[src/hw/rtl/dbcm_pkg.sv]
// dbcm_pkg: shared types, constants and colour table for the dB level colour map.
// Used by every module under hw/rtl. No dependencies.
package dbcm_pkg;

  localparam int LevelW = 17;
  localparam int MagW   = 17;
  localparam int PosW   = 13;
  localparam int IdxW   = 5;
  localparam int FracW  = 8;
  localparam int ChanW  = 8;

  // floor(x / 10) == (x * 52429) >> 19 for every x up to 65536
  localparam int RecipW     = 16;
  localparam int ProdW      = MagW + RecipW;
  localparam logic [RecipW-1:0] Recip = 16'd52429;
  localparam int RecipShift = 19;

  localparam logic [IdxW-1:0] BlackIdx = 5'd18;

  typedef struct packed {
    logic [ChanW-1:0] r;
    logic [ChanW-1:0] g;
    logic [ChanW-1:0] b;
  } rgb_t;

  localparam rgb_t White = '{r: 8'd255, g: 8'd255, b: 8'd255};
  localparam rgb_t Black = '{r: 8'd0,   g: 8'd0,   b: 8'd0};

  function automatic rgb_t colour_row(input logic [IdxW-1:0] idx);
    rgb_t c;
    case (idx)
      5'd0:    c = '{8'd255, 8'd255, 8'd255};
      5'd1:    c = '{8'd240, 8'd254, 8'd216};
      5'd2:    c = '{8'd242, 8'd251, 8'd185};
      5'd3:    c = '{8'd253, 8'd245, 8'd143};
      5'd4:    c = '{8'd253, 8'd200, 8'd102};
      5'd5:    c = '{8'd252, 8'd144, 8'd66};
      5'd6:    c = '{8'd252, 8'd75,  8'd32};
      5'd7:    c = '{8'd237, 8'd28,  8'd41};
      5'd8:    c = '{8'd214, 8'd3,   8'd64};
      5'd9:    c = '{8'd183, 8'd3,   8'd101};
      5'd10:   c = '{8'd157, 8'd3,   8'd122};
      5'd11:   c = '{8'd122, 8'd3,   8'd126};
      5'd12:   c = '{8'd80,  8'd2,   8'd110};
      5'd13:   c = '{8'd45,  8'd2,   8'd89};
      5'd14:   c = '{8'd19,  8'd2,   8'd70};
      5'd15:   c = '{8'd1,   8'd3,   8'd53};
      5'd16:   c = '{8'd1,   8'd3,   8'd37};
      5'd17:   c = '{8'd1,   8'd2,   8'd19};
      default: c = Black;
    endcase
    return c;
  endfunction

endpackage

[src/hw/rtl/dbcm_front.sv]
// dbcm_front: two stages, magnitude of a negative level, then divide by 10.
// Depends on dbcm_pkg.
module dbcm_front (
  input  logic                           clk,
  input  logic                           rst,
  input  logic                           in_valid,
  output logic                           in_ready,
  input  logic [dbcm_pkg::LevelW-1:0]    level_db,
  output logic                           out_valid,
  input  logic                           out_ready,
  output logic                           out_neg,
  output logic [dbcm_pkg::PosW-1:0]      out_pos
);

  logic                         s1_valid;
  logic                         s1_neg;
  logic [dbcm_pkg::MagW-1:0]    s1_mag;
  logic                         s1_ready;
  logic                         s2_valid;
  logic                         s2_neg;
  logic [dbcm_pkg::PosW-1:0]    s2_pos;
  logic                         s2_ready;
  logic [dbcm_pkg::ProdW-1:0]   prod;

  assign s2_ready = !s2_valid || out_ready;
  assign s1_ready = !s1_valid || s2_ready;
  assign in_ready = s1_ready;

  assign prod = dbcm_pkg::ProdW'(s1_mag) * dbcm_pkg::ProdW'(dbcm_pkg::Recip);

  always_ff @(posedge clk) begin
    if (rst) begin
      s1_valid <= 1'b0;
      s2_valid <= 1'b0;
    end else begin
      if (s1_ready) s1_valid <= in_valid;
      if (s2_ready) s2_valid <= s1_valid;
    end
    if (s1_ready && in_valid) begin
      s1_neg <= level_db[dbcm_pkg::LevelW-1];
      s1_mag <= dbcm_pkg::MagW'(~level_db + 1'b1);
    end
    if (s2_ready && s1_valid) begin
      s2_neg <= s1_neg;
      s2_pos <= prod[dbcm_pkg::RecipShift +: dbcm_pkg::PosW];
    end
  end

  assign out_valid = s2_valid;
  assign out_neg   = s2_neg;
  assign out_pos   = s2_pos;

  a_pos_range: assert property (@(posedge clk) disable iff (rst)
    s2_valid && s2_neg |-> s2_pos <= 13'd6553)
    else $error("quotient out of range");

  a_rst_clear: assert property (@(posedge clk)
    rst |=> !s1_valid && !s2_valid)
    else $error("stage valid after reset");

endmodule

[src/hw/rtl/dbcm_lookup.sv]
// dbcm_lookup: one stage, selects bounding rows and blend fraction, or white/black.
// Depends on dbcm_pkg.
module dbcm_lookup (
  input  logic                           clk,
  input  logic                           rst,
  input  logic                           in_valid,
  output logic                           in_ready,
  input  logic                           in_neg,
  input  logic [dbcm_pkg::PosW-1:0]      in_pos,
  output logic                           out_valid,
  input  logic                           out_ready,
  output dbcm_pkg::rgb_t                 out_lo,
  output dbcm_pkg::rgb_t                 out_hi,
  output logic [dbcm_pkg::FracW-1:0]     out_f
);

  logic [dbcm_pkg::IdxW-1:0]  idx;
  logic [dbcm_pkg::FracW-1:0] frac;
  dbcm_pkg::rgb_t             lo;
  dbcm_pkg::rgb_t             hi;
  logic [dbcm_pkg::FracW-1:0] f_sel;
  logic                       valid;
  dbcm_pkg::rgb_t             lo_q;
  dbcm_pkg::rgb_t             hi_q;
  logic [dbcm_pkg::FracW-1:0] f_q;

  assign idx  = in_pos[dbcm_pkg::PosW-1 -: dbcm_pkg::IdxW];
  assign frac = in_pos[dbcm_pkg::FracW-1:0];

  always_comb begin
    if (!in_neg) begin
      lo    = dbcm_pkg::White;
      hi    = dbcm_pkg::White;
      f_sel = '0;
    end else if (idx >= dbcm_pkg::BlackIdx) begin
      lo    = dbcm_pkg::Black;
      hi    = dbcm_pkg::Black;
      f_sel = '0;
    end else begin
      lo    = dbcm_pkg::colour_row(idx);
      hi    = dbcm_pkg::colour_row(idx + 1'b1);
      f_sel = frac;
    end
  end

  assign in_ready = !valid || out_ready;

  always_ff @(posedge clk) begin
    if (rst) begin
      valid <= 1'b0;
    end else if (in_ready) begin
      valid <= in_valid;
    end
    if (in_ready && in_valid) begin
      lo_q <= lo;
      hi_q <= hi;
      f_q  <= f_sel;
    end
  end

  assign out_valid = valid;
  assign out_lo    = lo_q;
  assign out_hi    = hi_q;
  assign out_f     = f_q;

  a_white: assert property (@(posedge clk) disable iff (rst)
    in_valid && in_ready && !in_neg |=> lo_q == dbcm_pkg::White && f_q == '0)
    else $error("non-negative level not mapped to white");

endmodule

[src/hw/rtl/dbcm_blend.sv]
// dbcm_blend: one stage, per-channel linear blend with half-up rounding into the output register.
// Depends on dbcm_pkg.
module dbcm_blend (
  input  logic                           clk,
  input  logic                           rst,
  input  logic                           in_valid,
  output logic                           in_ready,
  input  dbcm_pkg::rgb_t                 in_lo,
  input  dbcm_pkg::rgb_t                 in_hi,
  input  logic [dbcm_pkg::FracW-1:0]     in_f,
  output logic                           out_valid,
  input  logic                           out_ready,
  output dbcm_pkg::rgb_t                 out_rgb
);

  localparam int SumW = dbcm_pkg::ChanW + dbcm_pkg::FracW;
  localparam logic [SumW-1:0] Half = SumW'(1 << (dbcm_pkg::FracW-1));

  logic [dbcm_pkg::FracW:0] w_lo;
  logic [SumW-1:0]          sum_r;
  logic [SumW-1:0]          sum_g;
  logic [SumW-1:0]          sum_b;
  logic                     valid;
  dbcm_pkg::rgb_t           rgb_q;

  assign w_lo = (dbcm_pkg::FracW+1)'(1 << dbcm_pkg::FracW) - {1'b0, in_f};

  // sum never exceeds 255*256+128, so it fits SumW bits
  assign sum_r = SumW'(in_lo.r) * SumW'(w_lo) + SumW'(in_hi.r) * SumW'(in_f) + Half;
  assign sum_g = SumW'(in_lo.g) * SumW'(w_lo) + SumW'(in_hi.g) * SumW'(in_f) + Half;
  assign sum_b = SumW'(in_lo.b) * SumW'(w_lo) + SumW'(in_hi.b) * SumW'(in_f) + Half;

  assign in_ready = !valid || out_ready;

  always_ff @(posedge clk) begin
    if (rst) begin
      valid <= 1'b0;
    end else if (in_ready) begin
      valid <= in_valid;
    end
    if (in_ready && in_valid) begin
      rgb_q.r <= sum_r[SumW-1 -: dbcm_pkg::ChanW];
      rgb_q.g <= sum_g[SumW-1 -: dbcm_pkg::ChanW];
      rgb_q.b <= sum_b[SumW-1 -: dbcm_pkg::ChanW];
    end
  end

  assign out_valid = valid;
  assign out_rgb   = rgb_q;

  a_exact_row: assert property (@(posedge clk) disable iff (rst)
    in_valid && in_ready && in_f == '0 |=> rgb_q == $past(in_lo))
    else $error("zero fraction does not give the lower row");

endmodule

[src/hw/rtl/db_level_colour_map_core.sv]
// db_level_colour_map_core: top level, maps a Q8.8 dB level to an RGB colour.
// Depends on dbcm_pkg, dbcm_front, dbcm_lookup, dbcm_blend.
//
//   channel | beat fields         | handshake
//   --------+---------------------+--------------------
//   in      | level_db            | in_valid / in_stall
//   out     | red, green, blue    | out_valid / out_stall
//
// One beat per cycle sustained while out_stall is low; the stages are magnitude,
// divide-by-10 multiply, table lookup and blend into the output register.
// Each stage holds its own valid bit and fills when empty or moving, so bubbles collapse.
// A stalled output freezes only the unbroken run of full stages directly behind it.
// rst clears all valid bits; the data registers are not reset.
module db_level_colour_map_core (
  input  logic                          clk,
  input  logic                          rst,
  input  logic                          in_valid,
  output logic                          in_stall,
  input  logic [dbcm_pkg::LevelW-1:0]   level_db,
  output logic                          out_valid,
  input  logic                          out_stall,
  output logic [dbcm_pkg::ChanW-1:0]    red,
  output logic [dbcm_pkg::ChanW-1:0]    green,
  output logic [dbcm_pkg::ChanW-1:0]    blue
);

  logic                         fr_in_ready;
  logic                         fr_valid;
  logic                         fr_ready;
  logic                         fr_neg;
  logic [dbcm_pkg::PosW-1:0]    fr_pos;
  logic                         lk_valid;
  logic                         lk_ready;
  dbcm_pkg::rgb_t               lk_lo;
  dbcm_pkg::rgb_t               lk_hi;
  logic [dbcm_pkg::FracW-1:0]   lk_f;
  dbcm_pkg::rgb_t               rgb;

  dbcm_front u_front (
    .clk       (clk),
    .rst       (rst),
    .in_valid  (in_valid),
    .in_ready  (fr_in_ready),
    .level_db  (level_db),
    .out_valid (fr_valid),
    .out_ready (fr_ready),
    .out_neg   (fr_neg),
    .out_pos   (fr_pos)
  );

  dbcm_lookup u_lookup (
    .clk       (clk),
    .rst       (rst),
    .in_valid  (fr_valid),
    .in_ready  (fr_ready),
    .in_neg    (fr_neg),
    .in_pos    (fr_pos),
    .out_valid (lk_valid),
    .out_ready (lk_ready),
    .out_lo    (lk_lo),
    .out_hi    (lk_hi),
    .out_f     (lk_f)
  );

  dbcm_blend u_blend (
    .clk       (clk),
    .rst       (rst),
    .in_valid  (lk_valid),
    .in_ready  (lk_ready),
    .in_lo     (lk_lo),
    .in_hi     (lk_hi),
    .in_f      (lk_f),
    .out_valid (out_valid),
    .out_ready (!out_stall),
    .out_rgb   (rgb)
  );

  assign in_stall = !fr_in_ready;
  assign red      = rgb.r;
  assign green    = rgb.g;
  assign blue     = rgb.b;

endmodule
[config.mk]
export PLATFORM = sky130hd
export DESIGN_NAME = db_level_colour_map_core
export DESIGN_NICKNAME = d
export VERILOG_FILES = /design/src/hw/rtl/dbcm_pkg.sv /design/src/hw/rtl/dbcm_front.sv /design/src/hw/rtl/dbcm_lookup.sv /design/src/hw/rtl/dbcm_blend.sv /design/src/hw/rtl/db_level_colour_map_core.sv
export SDC_FILE = /design/constraint.sdc
export NUM_CORES = 1
export LEC_CHECK = 0
export BUFFER_PORTS_ARGS = -buffer_cell sky130_fd_sc_hd__buf_2
export CAP_MARGIN = 20
export CORE_MARGIN = 3
export CORE_UTILIZATION = 60
export CTS_BUF_LIST = sky130_fd_sc_hd__clkbuf_4
export CTS_CLUSTER_DIAMETER = 60
export DETAILED_ROUTE_END_ITERATION = 8
export GPL_ROUTABILITY_DRIVEN = 0
export GPL_TIMING_DRIVEN = 0
export HOLD_SLACK_MARGIN = 0.06
export MAX_ROUTING_LAYER = met4
export PLACE_DENSITY = 0.8
export SLEW_MARGIN = 20
export SYNTH_ARGS = -nofsm -noshare
export SYNTH_HDL_FRONTEND = slang
export SYNTH_SLANG_ARGS = --single-unit
[constraint.sdc]
create_clock -name clk -period 7.5 [get_ports clk]
set_input_delay 1.875 -clock clk [delete_from_list [all_inputs] [get_ports clk]]
set_output_delay 1.875 -clock clk [all_outputs]
set_load 0.1 [all_outputs]
Yosys cells after proc, flatten, opt, wreduce, memory -nomap -nowiden. Memories as Yosys holds them, arrays and structs flattened. A register that Yosys moved wholly into a read port is not among the register bits. Cells that the tools add are included.

ROM bits: 1536. Output and inout port bits: 26. Memories: 2. Word-level logic and storage cells: 57. Register bits: 116. Input bits: 21.

Multiplexer cells: 3. Multipliers: 7. Reduce and logical (&&, ||, !) cells: 15. Bitwise operators: 2. Add/subtract/negate cells: 9. Magnitude comparators: 1.

Memory list: (name not given) (depth 32, bits a word 24, rd ports 1, clocked after Yosys merged registers in 1, wr ports 0, line dbcm_pkg.sv:31) `case (idx)`; (name not given) (depth 32, bits a word 24, rd ports 1, clocked after Yosys merged registers in 0, wr ports 0, line dbcm_pkg.sv:31).

Operator list (count): $add 16x16->16 (3); $add 16x8->16 const B (3); $mul 8x8->16 (3); $mul 8x9->16 (3); $mux 24 (2); $mul 17x16->32 const B (1); $add 17x1->17 const B (1); $not 17->17 (1); $sub 9x8->9 const A (1); $logic_not 1->1 (6); $add 5x1->5 const B (1); $ge 5x5->1 const B (1); $mux 5 (1); $logic_and 1x1->1 (4); $logic_or 1x1->1 (4); $reduce_or 2->1 (1); $not 1->1 (1).

Longest topological paths before layout. Gate-level depths: netlist of run 1.

Word-level depth: 6. Depth in mapped cells: 27. Depth with buffers taken out: 26.

Modules after synthesis. A second synthesis of run 1 with hierarchy kept.

Cell total of the unflattened synthesis: 2458. Area total of the unflattened synthesis: 23709.0 um2.

By module, submodules not included: dbcm_blend (instances 1, cells each 1560, sequential area each 740.7 um2, area each 14259.9 um2); dbcm_front (instances 1, cells each 565, sequential area each 1001.0 um2, area each 6053.3 um2); dbcm_lookup (instances 1, cells each 331, sequential area each 1641.6 um2, area each 3388.2 um2); db_level_colour_map_core (instances 1, cells each 2, sequential area each 0.0 um2, area each 7.5 um2).

Worst setup path after synthesis of run 1. Ideal clock, no wire load.

Kind: register -> register. Start: register u_lookup.f_q, in the netlist u_lookup.out_f[0]. End: register u_blend.rgb_q, in the netlist u_blend.out_rgb[15] (data pin). Arrival time: 6.549 ns. Setup slack: 0.691 ns. Cell stages (with the launch flop): 28. Clock period less this slack: 6.809 ns. Required time: 7.240 ns. Path buffers: 2. Library setup time: 0.260 ns. Path through: edfxtp_1 clkbuf_1 inv_1 ha_1 nand2_1 or3_1 nor3_1 clkbuf_1 nand2_1 fa_1 inv_1 fa_1 inv_1 fa_1 inv_1 fa_1 inv_1 fa_1 inv_1 fa_1 ha_1 and2_1 o21ai_0 o21ai_0 o41a_1 a21o_1 a21oi_1 xnor2_1.

Longest elaborated chain between the ends: 4. Elaborated cells between the ends (all ways): 5. Those cells by class: 3 x add/sub; 2 x mul.

Ends and longest elaborated chain: start: declaration (line dbcm_lookup.sv:25) `logic [dbcm_pkg::FracW-1:0] f_q;`; start signal: assignment (line dbcm_lookup.sv:57) `f_q <= f_sel;`; $sub 9x8->9 (line dbcm_blend.sv:26) `assign w_lo = (dbcm_pkg::FracW+1)'(1 << dbcm_pkg::FracW) - {1'b0, in_f};`; $mul 8x9->16 (line dbcm_blend.sv:30) `assign sum_g = SumW'(in_lo.g) * SumW'(w_lo) + SumW'(in_hi.g) * SumW'(in_f) + Half;`; $add 16x16->16 (*) (line dbcm_blend.sv:30); $add 16x8->16 (*) (line dbcm_blend.sv:30); net u_blend.sum_g[15] (line dbcm_blend.sv:21) `logic [SumW-1:0] sum_g;`; end: declaration (line dbcm_blend.sv:24) `dbcm_pkg::rgb_t rgb_q;`.

The timed path passes the listed nets; every way through them passes the cells marked *. A chain may end at the register's enable or synchronous reset.

Worst setup path after layout of run 1.
Start: register u_lookup.f_q, in the netlist u_lookup.out_f[2]. End: register u_blend.rgb_q, in the netlist u_blend.out_rgb[15] (data pin).

The elaborated chain is that of the path after synthesis.

==> implementation parameters, run 1 <==
Parameter                              Value

Die
  Area enclosed by the die boundary    41800 um^2
  Std-Cell Core Area    38700 um^2
  I/O pins    47
  Width of the die    204 um
  Count of standard-cell rows    72
  Height of the die    204 um
  Initial Utilization    0.609

STA
  Remaining max-slew budget at the tightest pin    0.406
  Final clock period utilization by the worst path    0.971
  Slew of the pin with the lowest slew margin    0.885 ns
  Max-slew violation count    0
  Count of final setup violators    0
  Highest clock frequency the design can meet    0.137 GHz
  Minimum clock period    7.28 ns
  Number of hold-slack violations in the final timing report    0
  Skew final    0.0403 ns

Finish
  Share of cells above drive strength 1    0.0516
  Most common cell after layout, fill and taps aside    inv_1
  Layout Nets    3279
  Non-filler cells, final    3061
  Area added between synthesis and finish    5.81%
  Leading cell types in the layout, fill and taps excluded    inv_1 (585), fa_1 (387), ha_1 (343)
  Filler instances    3046

Worst setup path
  Max Fanout on Critical Path    10
  Crit-path max cell delay    0.60 ns
  Critical path data arrival time    7.67 ns
  Cell at the slowest stage of the critical path    xnor2_1
  Critical path required time    7.89 ns
  Crit path max-delay family    adder cells
  Most numerous cell on the critical path    fa_1
  Critical setup path kind    reg -> reg
  Endpoint type of the worst setup path    flop
  Buffers plus inverters on the worst setup path    5
  Cell breakdown of the critical path    buf_4 -> xnor2_1 -> clkbuf_2 -> nand2_1 -> fa_1 -> inv_1 -> fa_1 -> inv_1 -> fa_1 -> fa_1 -> fa_1 -> inv_1 -> fa_1 -> ha_1 -> a21o_1 -> a31oi_1 -> o21ai_0 -> o41a_1 -> a21o_1 -> a21oi_1 -> xnor2_1
  CP startpoint kind    flop

Yosys
  Ys Warns    0
  Cell Area, Synth    23600 um^2
  Async S/R FF share, synth    0
  Post-synthesis instance total    2457
  Seq/Total Area, Yosys    0.163
  Per-instance average area after synthesis    9.61 um^2
  Cell variety after synth    63
  Synthesized netlist net count    3208
  Number of enable-type register cells in the synthesized netlist    110
  Dominant register cell in the synthesized netlist    edfxtp_1
  Yosys reg bits    137

Global route
  Aggregate global-route resource usage    0.287
  Wire length of the first global-routing pass    91200 um
  Number of antenna violations at the first check in global routing    2
  GRT Residual Overflow    0
  Maximum number of pins on one net before global-route repair    31
  Vias in the first global route    18500

CTS
  Clock buffer count from CTS    17
  Total clock sinks    137
  Number of levels in the clock H-tree    4
  Clock transition at path regs    0.14 ns
  CTS tree    built
  Max clock buf depth    2
  Clock root buffer    clkbuf_4
  Clock latency reported for the late side of the worst-skew pair    0.65 ns

Placement
  Port Buf Inserts    46
  Detailed-placement wirelength estimate    46000 um
  Number of placed instances with taps included    3023

Drt
  DR iter-0 viols    1435
  Average wire per standard cell    18.0 um
  Number of nets still failing antenna checks after routing    0
  Final wirelength    55100 um
  Total DRC errors in the routed layout    0
  Pre-antenna DRT Iters    5
  Number of vias per cell    5.54
  Vias    17000

Run status
  Result of the run    complete, no violations

Run
  Max Cap Viol    0

Worst hold path
  Hold Crit Class    reg -> reg
metal layers:
metal | up-vias | GRT usage | share of wire
met5 | - | - | 0
li1 | 7699 | - | -
met1 | 8388 | 0.349 | 0.38
met3 | 161 | 0.0553 | 0.083
met4 | 0 | 0.115 | 0.041
met2 | 721 | 0.474 | 0.49
through the flow:
stage                      util  hold slack, ns  TNS [ns]  worst slack, ns  cell area, um^2
final                     0.645           0.495         0            0.217            25000
after global placement    0.632           0.460     -4.16           -0.677            24500
after global routing      0.645           0.509   -0.0378          -0.0378            25000
after CTS                 0.643           0.503         0          0.00463            24900
after floorplan               -           0.400         0            0.691            23600
after detailed placement  0.634           0.487     -7.69           -0.902            24600
timing repair:
item                                    in CTS  in global routing
gates cloned                                 0                  0
endpoints found under the setup margin      17                  9
buffers inserted                             2                  5
pin swaps                                    1                  0
hold buffers                                 0                  0
gates resized for setup                     18                 10
synth_stat cells (all sizes together) (5+ instances only):
cell type,n,area (um^2)
a211oi,15,118
a21o,14,105
a21oi,58,290
a31oi,8,50.1
and2,245,1530
and3,15,93.8
buf,12,67.6
clkbuf,62,233
dfxtp,27,541
edfxtp,110,3300
fa,387,7750
ha,343,4290
inv,588,2210
nand2,251,942
nand3,13,65.1
nand4,5,31.3
nor2,70,268
nor2b,6,37.5
nor3,25,130
o21a,10,75.1
o21ai,54,270
o21bai,5,37.5
or3,5,31.3
xnor2,56,490
xor2,26,228
kinds of logic after synthesis:
kind of cell             Yosys count  synth area share
XOR/XNOR                          82            0.0304
buffers and inverters            663             0.106
adder cells (fa/ha/maj)          730             0.510
AND/OR/NAND/NOR                  647             0.136
flip-flops                       137             0.163
AO/OA/AOI/OAI                    194            0.0517
multiplexers                       4           0.00223
path summary, 6_finish.rpt:
check,start,to,slack (ns),cells past startpoint
min reg2reg,flop,u_lookup.out_lo[13],0.49,2
max,u_lookup.out_f[2],u_blend.out_rgb[15],0.22,21
min,flop,u_lookup.out_lo[13],0.49,2
max reg2reg,u_lookup.out_f[2],u_blend.out_rgb[15],0.22,21
layout make-up:
class	instances	area [um^2]	share of cell area
multi-input cells	1657	17300	0.694
flip-flops and latches	137	3840	0.154
inverters	589	2210	0.0886
well taps	518	648	0.0260
repair buffers	55	330	0.0132
plain buffers	71	315	0.0126
clock inverters	15	153	0.00611
clock buffers	17	128	0.00511
diodes	2	5.00	0.000200
tightest hold or removal path: cells and delay by family (launching register included):
family,cells,cell delay [ns]
flip-flops,1,0.33
AND/OR/NAND/NOR,2,0.09
Power of run 1 is not shown: default switching activity piles up to over one toggle a cycle in this logic, so the estimate is an artifact.
==> run 2, diff against run 1 <==
--- a/config.mk
+++ b/config.mk
@@ -7,8 +7,10 @@
 export LEC_CHECK = 0
 export BUFFER_PORTS_ARGS = -buffer_cell sky130_fd_sc_hd__buf_2
 export CAP_MARGIN = 20
+export CELL_PAD_IN_SITES_DETAIL_PLACEMENT = 0
+export CELL_PAD_IN_SITES_GLOBAL_PLACEMENT = 1
 export CORE_MARGIN = 3
-export CORE_UTILIZATION = 60
+export CORE_UTILIZATION = 40
 export CTS_BUF_LIST = sky130_fd_sc_hd__clkbuf_4
 export CTS_CLUSTER_DIAMETER = 60
 export DETAILED_ROUTE_END_ITERATION = 8
@@ -16,7 +18,8 @@
 export GPL_TIMING_DRIVEN = 0
 export HOLD_SLACK_MARGIN = 0.06
 export MAX_ROUTING_LAYER = met4
-export PLACE_DENSITY = 0.8
+export PLACE_DENSITY = 0.7
+export RECOVER_POWER = 50
 export SLEW_MARGIN = 20
 export SYNTH_ARGS = -nofsm -noshare
 export SYNTH_HDL_FRONTEND = slang
==> run 2 against run 1 <==
Effect of this change:
- the flow now finishes with violations (max-capacitance violations, max-slew violations)
- via count fell by 3.5%
- first-iteration DRC count is 30% lower
- hold slack worse by 0.0015 ns
- cell area is 1.2% higher
- wire length up 3.3%
- critical path type unchanged
==> implementation parameters, run 2 (synthesis gave the netlist of run 1 again) <==
Parameter                              Value

Finish
  Total area of sequential cells    3840 um^2
  Leading cell types in the layout, fill and taps excluded    inv_1 (585), fa_1 (387), ha_1 (343)
  Multi-input combinational cell area    17300 um^2
  Most common cell after layout, fill and taps aside    inv_1
  Filler instances    5693
  Share of cells above drive strength 1    0.0487
  Area added between synthesis and finish    7.08%
  Non-filler cells, final    3312
  Layout Nets    3282

Die
  Count of standard-cell rows    88
  Height of the die    249 um
  Std-Cell Core Area    58000 um^2
  Area enclosed by the die boundary    62000 um^2
  I/O pins    47
  Width of the die    249 um
  Initial Utilization    0.407

STA
  Minimum clock period    7.19 ns
  Count of final setup violators    0
  Number of hold-slack violations in the final timing report    0
  Highest clock frequency the design can meet    0.139 GHz
  Remaining max-slew budget at the tightest pin    -0.504
  Slew of the pin with the lowest slew margin    2.24 ns
  Setup ws final    0.313 ns
  Final clock period utilization by the worst path    0.958
  Max-slew violation count    68
  Smallest hold slack    0.493 ns
  Skew final    0.0416 ns

Placement
  Port Buf Inserts    46
  Detailed-placement wirelength estimate    47300 um
  Minimum setup slack after placement    -0.883 ns
  Number of placed instances with taps included    3271

CTS
  Max clock buf depth    2
  Clock latency reported for the late side of the worst-skew pair    0.74 ns
  Hold buffers post-CTS    0
  Clock buffer count from CTS    17
  Number of levels in the clock H-tree    4
  Clock root buffer    clkbuf_4
  Clock transition at path regs    0.19 ns
  Total clock sinks    137
  CTS tree    built

Global route
  Maximum number of pins on one net before global-route repair    30
  Wire length of the first global-routing pass    93600 um
  Aggregate global-route resource usage    0.198
  Number of antenna violations at the first check in global routing    3
  GRT Residual Overflow    0
  Vias in the first global route    17400

Run status
  Result of the run    finished, violations left
  Failing checks    max-capacitance violations, max-slew violations

Drt
  Vias    16400
  Total DRC errors in the routed layout    0
  DR iter-0 viols    1000
  Detailed-route wire length on metal 1    25300 um
  Average wire per standard cell    17.2 um
  Met3 layer wire length in the routed design    3260 um
  Final wirelength    57000 um
  Pre-antenna DRT Iters    7
  Number of vias per cell    4.94
  Top routing layer in use    met4
  Routed wire length on met2    27000 um
  Number of nets still failing antenna checks after routing    0

Worst hold path
  Hold Crit Class    reg -> reg

Run
  Max Cap Viol    4

Worst setup path
  Crit path max-delay family    adder cells
  Max Fanout on Critical Path    10
  Critical path required time    8.05 ns
  Cell at the slowest stage of the critical path    fa_1
  Most numerous cell on the critical path    fa_1
  Endpoint type of the worst setup path    flop
  Critical path data arrival time    7.73 ns
  Crit-path max cell delay    0.58 ns
  Buffers plus inverters on the worst setup path    5
  Cell breakdown of the critical path    inv_1 -> ha_1 -> nand2_1 -> or3_4 -> nor3_4 -> buf_4 -> clkbuf_1 -> and2_1 -> ha_1 -> inv_1 -> fa_1 -> fa_1 -> fa_1 -> fa_1 -> fa_1 -> inv_1 -> ha_1 -> and3_1 -> a21oi_1 -> o21ai_0 -> o211a_1 -> o21a_1 -> nor2_1 -> xor2_1
  Critical setup path kind    reg -> reg
  CP startpoint kind    flop
## run 2: cell types whose count changed in the layout (fill, tap and decap cells not counted), sizes merged
cell / before / now
clkinv: 4 / 10
clkinvlp: 2 / 1
inv: 597 / 593
clkbuf: 74 / 82
bufinv: 1 / 0
buf: 69 / 64
diode: 2 / 3
## run 2: final timing paths
path	start	end	slack [ns]	cells after the start
setup / recovery	u_lookup.out_f[0]	u_blend.out_rgb[7]	0.31	24
hold / removal	flop	u_lookup.out_lo[1]	0.49	2
setup reg to reg	u_lookup.out_f[0]	u_blend.out_rgb[7]	0.31	24
hold reg to reg	flop	u_lookup.out_lo[1]	0.49	2
## run 2: layout make-up
| class | count | share of cell area |
|---|---|---|
| Antenna cell | 3 | 0.000297 |
| Buffer | 71 | 0.0124 |
| Clock buffer | 17 | 0.00505 |
| Clock inverter | 15 | 0.00723 |
| Inverter | 589 | 0.0876 |
| Multi-Input combinational cell | 1657 | 0.685 |
| Sequential cell | 137 | 0.152 |
| Tap cell | 765 | 0.0379 |
| Timing Repair Buffer | 58 | 0.0120 |
## run 2: what timing repair did
action | 4_1_cts | 5_1_grt
resized for setup | 13 | 18
endpoints found under the setup margin | 18 | 7
pin swaps | 0 | 1
setup buffers | 1 | 8
## run 2: per-stage QoR
step / TNS [ns] / cell area, um^2 / util
3_5_place_dp: -8.70 / 24900 / 0.429
5_1_grt: -0.0141 / 25300 / 0.436
3_3_place_gp: -7.39 / 24800 / 0.427
2_1_floorplan: 0 / 23600 / -
6_report: 0 / 25300 / 0.436
4_1_cts: 0 / 25200 / 0.435
## run 2: layer usage
layer  track usage  vias to the layer above
met5             -                        -
met4        0.0567                        0
met3        0.0361                       76
met2         0.315                      435
met1         0.260                     8164
li1              -                     7699
## run 2: worst reg2reg max path, stage by stage, from the launching register on
cell and delay (ns):
edfxtp_1 0.45, inv_1 0.10, ha_1 0.22, nand2_1 0.12, or3_4 0.40, nor3_4 0.31
buf_4 0.19, clkbuf_1 0.55, and2_1 0.23, ha_1 0.22, inv_1 0.08, fa_1 0.42
fa_1 0.50, fa_1 0.58, fa_1 0.44, fa_1 0.49, inv_1 0.04, ha_1 0.31
and3_1 0.18, a21oi_1 0.10, o21ai_0 0.21, o211a_1 0.30, o21a_1 0.18, nor2_1 0.11
xor2_1 0.25
Power of run 2 is left out for the same reason.
